### src/hdl/bmp24_pkg.sv
// Types, codes and limits shared by the 24-bit bitmap stream decoder.
package bmp24_pkg;

  localparam int unsigned MAX_WIDTH  = 4096;
  localparam int unsigned MAX_HEIGHT = 4096;

  localparam logic [7:0]  MAGIC_B         = 8'h42;
  localparam logic [7:0]  MAGIC_M         = 8'h4D;
  localparam logic [31:0] INFO_SIZE       = 32'd40;
  localparam logic [15:0] PLANES_ONE      = 16'd1;
  localparam logic [15:0] BITS_24         = 16'd24;
  localparam logic [31:0] COLORS_ALLOWED  = 32'd2 << 24;
  localparam logic [31:0] HEADER_BYTES    = 32'd54;

  // header byte positions that close a field
  localparam logic [31:0] POS_MAGIC_0     = 32'd0;
  localparam logic [31:0] POS_MAGIC_1     = 32'd1;
  localparam logic [31:0] POS_OFFSET      = 32'd13;
  localparam logic [31:0] POS_INFO_SIZE   = 32'd17;
  localparam logic [31:0] POS_WIDTH       = 32'd21;
  localparam logic [31:0] POS_HEIGHT      = 32'd25;
  localparam logic [31:0] POS_PLANES      = 32'd27;
  localparam logic [31:0] POS_BITS        = 32'd29;
  localparam logic [31:0] POS_COMPRESSION = 32'd33;
  localparam logic [31:0] POS_COLORS      = 32'd49;
  localparam logic [31:0] POS_IMPORTANT   = 32'd53;

  localparam logic [2:0] ST_OK         = 3'd0;
  localparam logic [2:0] ST_UNKNOWN    = 3'd1;
  localparam logic [2:0] ST_CORRUPT    = 3'd2;
  localparam logic [2:0] ST_NOT_24BIT  = 3'd3;
  localparam logic [2:0] ST_COMPRESSED = 3'd4;
  localparam logic [2:0] ST_PALETTE    = 3'd5;

  localparam logic KIND_PIXEL  = 1'b0;
  localparam logic KIND_STATUS = 1'b1;

  typedef enum logic [2:0] {
    PH_IDLE   = 3'd0,
    PH_HEADER = 3'd1,
    PH_SKIP   = 3'd2,
    PH_PIXEL  = 3'd3,
    PH_DONE   = 3'd4
  } phase_t;

  typedef struct packed {
    logic [7:0] byte_value;
    logic       first_byte;
  } byte_item_t;

  typedef struct packed {
    logic        kind;
    logic [2:0]  status;
    logic [12:0] image_width;
    logic [12:0] image_height;
    logic [7:0]  red;
    logic [7:0]  green;
    logic [7:0]  blue;
    logic [11:0] column;
    logic [11:0] row;
    logic        last_pixel;
  } result_item_t;

endpackage

### src/hdl/bmp24_stream_decoder.sv
// Top level of the 24-bit uncompressed bitmap stream decoder.
// Takes one file byte per cycle on the byte channel and returns status and pixel
// transactions on the result channel. Sustained rate is one byte per cycle while
// results are taken; a byte is registered in the input register on acceptance and
// parsed once the result register has space; that step loads its result, if any,
// into the result register, which offers it on the result channel.
// byte_ready drops only while the result register holds a transaction that is
// not being taken. One status transaction follows header byte 53; each third
// pixel byte yields one pixel transaction. Bytes before the first flagged byte,
// after an error or after the last row are dropped until the next first_byte.
module bmp24_stream_decoder (
  input  logic                    clk,
  input  logic                    rst,
  input  logic                    byte_valid,
  output logic                    byte_ready,
  input  bmp24_pkg::byte_item_t   byte_data,
  output logic                    result_valid,
  input  logic                    result_ready,
  output bmp24_pkg::result_item_t result_data
);

  bmp24_pkg::byte_item_t   item;
  bmp24_pkg::result_item_t result;
  logic held, space, step, emit;

  assign step = held && space;

  bmp24_in_reg u_in_reg (
    .clk        (clk),
    .rst        (rst),
    .byte_valid (byte_valid),
    .byte_ready (byte_ready),
    .byte_data  (byte_data),
    .take       (space),
    .held       (held),
    .item       (item)
  );

  bmp24_parser u_parser (
    .clk    (clk),
    .rst    (rst),
    .step   (step),
    .item   (item),
    .emit   (emit),
    .result (result)
  );

  bmp24_out_reg u_out_reg (
    .clk          (clk),
    .rst          (rst),
    .load         (step && emit),
    .item         (result),
    .space        (space),
    .result_valid (result_valid),
    .result_ready (result_ready),
    .result_data  (result_data)
  );

endmodule

### src/hdl/bmp24_in_reg.sv
// Input register holding one accepted byte until the parser consumes it.
module bmp24_in_reg (
  input  logic                  clk,
  input  logic                  rst,
  input  logic                  byte_valid,
  output logic                  byte_ready,
  input  bmp24_pkg::byte_item_t byte_data,
  input  logic                  take,
  output logic                  held,
  output bmp24_pkg::byte_item_t item
);

  logic valid;

  assign byte_ready = !valid || take;
  assign held       = valid;

  always_ff @(posedge clk) begin
    if (rst) begin
      valid <= 1'b0;
    end else if (byte_ready) begin
      valid <= byte_valid;
    end
  end

  always_ff @(posedge clk) begin
    if (byte_valid && byte_ready) begin
      item <= byte_data;
    end
  end

endmodule

### src/hdl/bmp24_parser.sv
// Header parser, offset skipper and pixel assembler for one byte per step.
module bmp24_parser (
  input  logic                    clk,
  input  logic                    rst,
  input  logic                    step,
  input  bmp24_pkg::byte_item_t   item,
  output logic                    emit,
  output bmp24_pkg::result_item_t result
);

  bmp24_pkg::phase_t phase, phase_next;
  logic [31:0] byte_position, byte_position_next;
  logic [31:0] field_shift, field_shift_next;
  logic [31:0] data_offset, data_offset_next;
  logic [12:0] width_store, width_store_next;
  logic [12:0] height_store, height_store_next;
  logic [2:0]  pending_error, pending_error_next;
  logic        size_bad, size_bad_next;
  logic [11:0] column_count, column_count_next;
  logic [11:0] row_count, row_count_next;
  logic [1:0]  channel_index, channel_index_next;
  logic [7:0]  held_blue, held_blue_next;
  logic [7:0]  held_green, held_green_next;
  logic [1:0]  pad_left, pad_left_next;

  // current view of the state, reset to start-of-file values on a first_byte
  bmp24_pkg::phase_t cur_phase;
  logic [31:0] cur_pos, cur_shift, cur_offset;
  logic [12:0] cur_width, cur_height;
  logic [2:0]  cur_error;
  logic        cur_size_bad;
  logic [11:0] cur_column, cur_row;
  logic [1:0]  cur_channel, cur_pad;
  logic [7:0]  cur_blue, cur_green;

  logic [7:0]  b;
  logic [31:0] shifted;
  logic        emit_status, emit_pixel;
  logic [2:0]  final_status;
  logic        no_pixels;
  logic        row_end, image_end;

  function automatic logic [12:0] sat13(input logic [31:0] v);
    sat13 = (v > 32'd8191) ? 13'h1FFF : v[12:0];
  endfunction

  always_comb begin
    b = item.byte_value;
    if (item.first_byte) begin
      cur_phase    = bmp24_pkg::PH_HEADER;
      cur_pos      = '0;
      cur_shift    = '0;
      cur_offset   = '0;
      cur_width    = '0;
      cur_height   = '0;
      cur_error    = bmp24_pkg::ST_OK;
      cur_size_bad = 1'b0;
      cur_column   = '0;
      cur_row      = '0;
      cur_channel  = '0;
      cur_pad      = '0;
      cur_blue     = '0;
      cur_green    = '0;
    end else begin
      cur_phase    = phase;
      cur_pos      = byte_position;
      cur_shift    = field_shift;
      cur_offset   = data_offset;
      cur_width    = width_store;
      cur_height   = height_store;
      cur_error    = pending_error;
      cur_size_bad = size_bad;
      cur_column   = column_count;
      cur_row      = row_count;
      cur_channel  = channel_index;
      cur_pad      = pad_left;
      cur_blue     = held_blue;
      cur_green    = held_green;
    end
    shifted   = {b, cur_shift[31:8]};
    row_end   = ({1'b0, cur_column} + 13'd1) == cur_width;
    image_end = row_end && (({1'b0, cur_row} + 13'd1) == cur_height);
  end

  // next state
  always_comb begin
    phase_next         = cur_phase;
    byte_position_next = cur_pos;
    field_shift_next   = cur_shift;
    data_offset_next   = cur_offset;
    width_store_next   = cur_width;
    height_store_next  = cur_height;
    pending_error_next = cur_error;
    size_bad_next      = cur_size_bad;
    column_count_next  = cur_column;
    row_count_next     = cur_row;
    channel_index_next = cur_channel;
    held_blue_next     = cur_blue;
    held_green_next    = cur_green;
    pad_left_next      = cur_pad;
    emit_status        = 1'b0;
    emit_pixel         = 1'b0;
    final_status       = bmp24_pkg::ST_OK;
    no_pixels          = 1'b0;

    case (cur_phase)
      bmp24_pkg::PH_HEADER: begin
        field_shift_next   = shifted;
        byte_position_next = cur_pos + 32'd1;
        case (cur_pos)
          bmp24_pkg::POS_MAGIC_0: begin
            if (b != bmp24_pkg::MAGIC_B) pending_error_next = bmp24_pkg::ST_UNKNOWN;
          end
          bmp24_pkg::POS_MAGIC_1: begin
            if (b != bmp24_pkg::MAGIC_M) pending_error_next = bmp24_pkg::ST_UNKNOWN;
          end
          bmp24_pkg::POS_OFFSET: begin
            data_offset_next = shifted;
          end
          bmp24_pkg::POS_INFO_SIZE: begin
            if (shifted != bmp24_pkg::INFO_SIZE && cur_error != bmp24_pkg::ST_UNKNOWN)
              pending_error_next = bmp24_pkg::ST_CORRUPT;
          end
          bmp24_pkg::POS_WIDTH: begin
            width_store_next = sat13(shifted);
            if (shifted > 32'(bmp24_pkg::MAX_WIDTH)) size_bad_next = 1'b1;
          end
          bmp24_pkg::POS_HEIGHT: begin
            height_store_next = sat13(shifted);
            if (shifted > 32'(bmp24_pkg::MAX_HEIGHT)) size_bad_next = 1'b1;
          end
          bmp24_pkg::POS_PLANES: begin
            if (shifted[31:16] != bmp24_pkg::PLANES_ONE &&
                cur_error != bmp24_pkg::ST_UNKNOWN)
              pending_error_next = bmp24_pkg::ST_CORRUPT;
          end
          bmp24_pkg::POS_BITS: begin
            if (shifted[31:16] != bmp24_pkg::BITS_24 && cur_error != bmp24_pkg::ST_UNKNOWN)
              pending_error_next = bmp24_pkg::ST_NOT_24BIT;
          end
          bmp24_pkg::POS_COMPRESSION: begin
            if (shifted != '0 && cur_error != bmp24_pkg::ST_UNKNOWN)
              pending_error_next = bmp24_pkg::ST_COMPRESSED;
          end
          bmp24_pkg::POS_COLORS: begin
            if (shifted != '0 && shifted != bmp24_pkg::COLORS_ALLOWED &&
                cur_error != bmp24_pkg::ST_UNKNOWN)
              pending_error_next = bmp24_pkg::ST_PALETTE;
          end
          bmp24_pkg::POS_IMPORTANT: begin
            if (shifted != '0 && cur_error != bmp24_pkg::ST_UNKNOWN)
              pending_error_next = bmp24_pkg::ST_PALETTE;
          end
          default: begin
          end
        endcase
        if (cur_pos == bmp24_pkg::POS_IMPORTANT) begin
          emit_status  = 1'b1;
          final_status = pending_error_next;
          if (final_status == bmp24_pkg::ST_OK &&
              (cur_offset < bmp24_pkg::HEADER_BYTES || size_bad_next))
            final_status = bmp24_pkg::ST_CORRUPT;
          no_pixels = (final_status != bmp24_pkg::ST_OK) ||
                      (cur_width == '0) || (cur_height == '0);
          if (no_pixels) begin
            phase_next = bmp24_pkg::PH_DONE;
          end else if (cur_offset == bmp24_pkg::HEADER_BYTES) begin
            phase_next = bmp24_pkg::PH_PIXEL;
          end else begin
            phase_next = bmp24_pkg::PH_SKIP;
          end
          pad_left_next = '0;
        end
      end
      bmp24_pkg::PH_SKIP, bmp24_pkg::PH_PIXEL: begin
        if (cur_phase == bmp24_pkg::PH_SKIP && cur_pos < cur_offset) begin
          byte_position_next = cur_pos + 32'd1;
        end else begin
          phase_next = bmp24_pkg::PH_PIXEL;
          if (cur_pad != '0) begin
            pad_left_next = cur_pad - 2'd1;
          end else if (cur_channel == 2'd0) begin
            held_blue_next     = b;
            channel_index_next = 2'd1;
          end else if (cur_channel == 2'd1) begin
            held_green_next    = b;
            channel_index_next = 2'd2;
          end else begin
            emit_pixel         = 1'b1;
            channel_index_next = 2'd0;
            if (row_end) begin
              column_count_next = '0;
              row_count_next    = cur_row + 12'd1;
              pad_left_next     = cur_width[1:0];
              if (image_end) phase_next = bmp24_pkg::PH_DONE;
            end else begin
              column_count_next = cur_column + 12'd1;
            end
          end
        end
      end
      default: begin
      end
    endcase
  end

  // result
  always_comb begin
    result = '0;
    emit   = emit_status || emit_pixel;
    if (emit_status) begin
      result.kind         = bmp24_pkg::KIND_STATUS;
      result.status       = final_status;
      result.image_width  = cur_width;
      result.image_height = cur_height;
      result.last_pixel   = no_pixels;
    end else if (emit_pixel) begin
      result.kind       = bmp24_pkg::KIND_PIXEL;
      result.red        = b;
      result.green      = cur_green;
      result.blue       = cur_blue;
      result.column     = cur_column;
      result.row        = cur_row;
      result.last_pixel = image_end;
    end
  end

  always_ff @(posedge clk) begin
    if (rst) begin
      phase         <= bmp24_pkg::PH_IDLE;
      byte_position <= '0;
      field_shift   <= '0;
      data_offset   <= '0;
      width_store   <= '0;
      height_store  <= '0;
      pending_error <= bmp24_pkg::ST_OK;
      size_bad      <= 1'b0;
      column_count  <= '0;
      row_count     <= '0;
      channel_index <= '0;
      held_blue     <= '0;
      held_green    <= '0;
      pad_left      <= '0;
    end else if (step) begin
      phase         <= phase_next;
      byte_position <= byte_position_next;
      field_shift   <= field_shift_next;
      data_offset   <= data_offset_next;
      width_store   <= width_store_next;
      height_store  <= height_store_next;
      pending_error <= pending_error_next;
      size_bad      <= size_bad_next;
      column_count  <= column_count_next;
      row_count     <= row_count_next;
      channel_index <= channel_index_next;
      held_blue     <= held_blue_next;
      held_green    <= held_green_next;
      pad_left      <= pad_left_next;
    end
  end

endmodule

### src/hdl/bmp24_out_reg.sv
// Result register presenting one decoded item until the consumer takes it.
module bmp24_out_reg (
  input  logic                    clk,
  input  logic                    rst,
  input  logic                    load,
  input  bmp24_pkg::result_item_t item,
  output logic                    space,
  output logic                    result_valid,
  input  logic                    result_ready,
  output bmp24_pkg::result_item_t result_data
);

  logic valid;

  assign space        = !valid || result_ready;
  assign result_valid = valid;

  always_ff @(posedge clk) begin
    if (rst) begin
      valid <= 1'b0;
    end else if (space) begin
      valid <= load;
    end
  end

  always_ff @(posedge clk) begin
    if (load && space) begin
      result_data <= item;
    end
  end

endmodule

### config.mk
export PLATFORM = sky130hd
export DESIGN_NAME = bmp24_stream_decoder
export DESIGN_NICKNAME = d
export VERILOG_FILES = /design/src/hdl/bmp24_pkg.sv /design/src/hdl/bmp24_stream_decoder.sv /design/src/hdl/bmp24_in_reg.sv /design/src/hdl/bmp24_parser.sv /design/src/hdl/bmp24_out_reg.sv
export SDC_FILE = /design/constraint.sdc
export NUM_CORES = 1
export LEC_CHECK = 0
export BUFFER_PORTS_ARGS = -buffer_cell sky130_fd_sc_hd__buf_2
export CORE_UTILIZATION = 45
export DETAILED_ROUTE_END_ITERATION = 6
export PLACE_DENSITY = 0.62
export REMOVE_ABC_BUFFERS = 1
export SLEW_MARGIN = 15
export SYNTH_ARGS = -nofsm -noshare
export SYNTH_HDL_FRONTEND = slang
export SYNTH_SLANG_ARGS = --single-unit
### constraint.sdc
create_clock -name clk -period 8.1 [get_ports clk]
set_input_delay 0.405 -clock clk [delete_from_list [all_inputs] [get_ports clk]]
set_output_delay 0.405 -clock clk [all_outputs]
set_load 0.01 [all_outputs]
==> results.md <==
- Status: finished clean
- Critical path type: flop to flop
- Lkg Pwr: 5.71 nW
- Final cell count without fillers: 2,018
- GR Layer Usage met2: 0.426
- Global-route wire length before repair: 63,200 um
- CP endpoint kind: flop
- FFs w/ async S/R, synth: 0
- Synth warn: 0
- Met3 GRT Util: 0.0347
- CTS tree: done
- GPL Wtd Cong: 0.916
- Initial drt markers: 1,207
- Total CTS buffers: 28
- Worst-path maximum fanout: 72
- DP HPWL: 28,200 um
- Synthesis-stage register bit count: 255
- Max_slew headroom: 0.357
- WHS: 0.0381 ns
- Vias post-DR: 12.1k
- Core footprint: 29,700 um2
- GRT overflow: 0
- Initial Util: 0.459
- DR vias/cell: 6.00
- Seq/Total Area, Yosys: 0.439
- Clk Latency, worst-skew pair: 0.56 ns
- FP Rows: 63
- Largest net degree at the start of global routing: 78
- DRT Pass-1 Iters: 7
- Avg Cell Area, Syn: 8.68 um2
- Cells after synthesis: 1,573
- Longest Clk Path Bufs: 3
- Max rail drop VDD: 0.000157 V
- Clk_skew: 0.0221 ns
- DRT antenna net count: 0
- Initial antenna violation count: 0
- Post-CTS sizing: 0
- Diode count: 0
- Cts hold-fix bufs: 0
- Final Cycle Share: 0.653
- Critical path required time: 8.27 ns
- Cell taking the most area after synthesis: dfxtp_1
- Startpoint Class: flop
- Setup-failing EPs final: 0
- Max cap viols: 0
- Cell repeated most along the worst path: buf_4
- Postcts setup bufs: 0
- Post-synth EDFFs: 88
- H-tree depth: 1
- Aggregate global-route resource usage: 0.259
- Crit path DAT: 5.46 ns
- CP max stage delay: 0.83 ns
- Most Crowded Layer GR: met2
- Netlist cell types: 84
- Synthesized cell area: 13,600 um2
- DIE WIDTH: 176 um
- RSZ-0062 raised after global routing: false
- Die height: 176 um
- Die area: 31,000 um2
- CTS clock-pin slew for the worst setup and hold paths: 0.06 ns
- CTS root buffer: clkbuf_16
- Tmin final: 5.29 ns
- Crit path max-delay cell type: a2111oi_2
- Post-DR wirelength/cell: 20.1 um
- Most frequent cells in the layout: nand2_1, dfxtp_1, nor2_1, a21oi_1, buf_2
- Yosys top cell area share: 0.245
- HP Class: input pin to flop
- Worst-Margin Slew: 0.962 ns
- Final wirelength: 40,500 um
- Worst path cell trace: buf_4 > buf_4 > nand2b_1 > inv_1 > ha_1 > nor3_1 > o21ai_0 > o211ai_1 > a2111oi_2 > o211ai_1 > a21oi_4 > buf_4 > buf_4
- DRC: 0
- Layout cells sized above 1: 0.111
- Final Hold Viols: 0
- Routing usage on met1: 0.349
- Pwr per Cell Area: 176 nW/um2
- Vias in the first global route: 11.1k
- Commonest non-fill, non-tap cell in the layout: nand2_1
- Ports: 94
- Final nets: 1,655
- Ys flop type: dfxtp_1
- Placed cells: 1,966
- F_max: 189 MHz
- # clock sinks: 255
- Largest cells by area after synthesis: dfxtp_1, edfxtp_1, nand2_1
- IO Port Bufs: 93
- P&R area growth vs syn: 11.6%
- Max Slew Vio Count: 0
[logic make-up (layout without fill, tap and decap cells)]
kind of cell	count (synthesis)	after routing	share of synthesized area
flip-flops	255	255	0.439
AND/OR/NAND/NOR	724	724	0.283
buffers and inverters	142	197	0.0419
adder cells (fa/ha/maj)	36	36	0.0330
AO/OA/AOI/OAI	373	373	0.175
XOR/XNOR	35	35	0.0225
multiplexers	8	8	0.00596
[report_power, final]
group | internal, W | switching, W | total [W]
registers | 0.00132 | 0.0000141 | 0.00134
clock network | 0.000714 | 0.000520 | 0.00123
logic | 0.0000254 | 0.0000828 | 0.000108
[path summary, 6_finish.rpt]
kind,to,slack (ns),from,depth (start not counted)
worst max-delay path,u_out_reg.result_data[45],2.81,u_in_reg.item[0],13
worst max register to register,u_out_reg.result_data[45],2.81,u_in_reg.item[0],13
worst min register to register,u_parser.held_blue[3],0.46,u_parser.held_blue[3],2
worst min-delay path,u_in_reg.item[5],0.04,byte_data[5],1
[layout make-up]
class	instances	area, um2
Multi-Input combinational cell	1176	7110
Clock inverter	18	138
Clock buffer	34	744
Inverter	26	97.6
Timing Repair Buffer	119	663
Fill cell	2827	14500
Sequential cell	255	5990
Tap cell	390	488
[metrics by stage]
stage          setup WS, ns  TNS, ns  total power [W]  area [um2]   util
5_1_grt                2.36        0          0.00276       15200  0.512
6_report               2.81        0          0.00268       15200  0.512
3_5_place_dp           2.92        0          0.00147       14300  0.483
4_1_cts                2.90        0          0.00269       15200  0.512
2_1_floorplan         -2.39  -188.52          0.00141       13200      -
3_3_place_gp           3.05        0          0.00147       14300  0.483
[Yosys cell counts (12+ instances only)]
library cell,n
dfxtp_1,167
clkbuf_1,91
and3_1,47
or4_1,21
nor3_1,33
xnor2_1,27
nand2_1,168
buf_2,13
nand3_1,82
a22oi_1,40
edfxtp_1,88
nand2b_1,16
and2_1,61
inv_1,25
nor2b_1,48
nor4_1,29
nand4_1,44
or3_1,12
o21ai_0,79
nor2_1,119
a31oi_1,19
o211ai_1,18
a21oi_1,119
ha_1,36
[state kept, by name, summed over array words and instances (netlist names), 3 cells and up]
signal,flops
u_out_reg.result_data,79
u_parser.width_store,13
u_parser.pending_error,3
u_parser.byte_position,32
u_parser.field_shift,24
u_parser.data_offset,32
u_parser.phase,3
u_parser.held_green,8
u_parser.held_blue,8
u_parser.column_count,12
u_parser.row_count,12
u_parser.height_store,13
u_in_reg.item,9
[worst max-delay path, delay by kind of cell (launching register included)]
family,cells,cell delay [ns]
AND/OR/NAND/NOR,2,0.34
adder cells (fa/ha/maj),1,0.28
buffers and inverters,5,2.08
AO/OA/AOI/OAI,5,1.78
flip-flops,1,0.32
[layer usage]
| metal | routed length, um | up-vias |
|---|---|---|
| li1 | - | 5873 |
| met1 | 17900 | 5767 |
| met2 | 18900 | 394 |
| met3 | 2340 | 84 |
| met4 | 1370 | 0 |
| met5 | 0 | - |
Power figures use the tool's default switching activity.
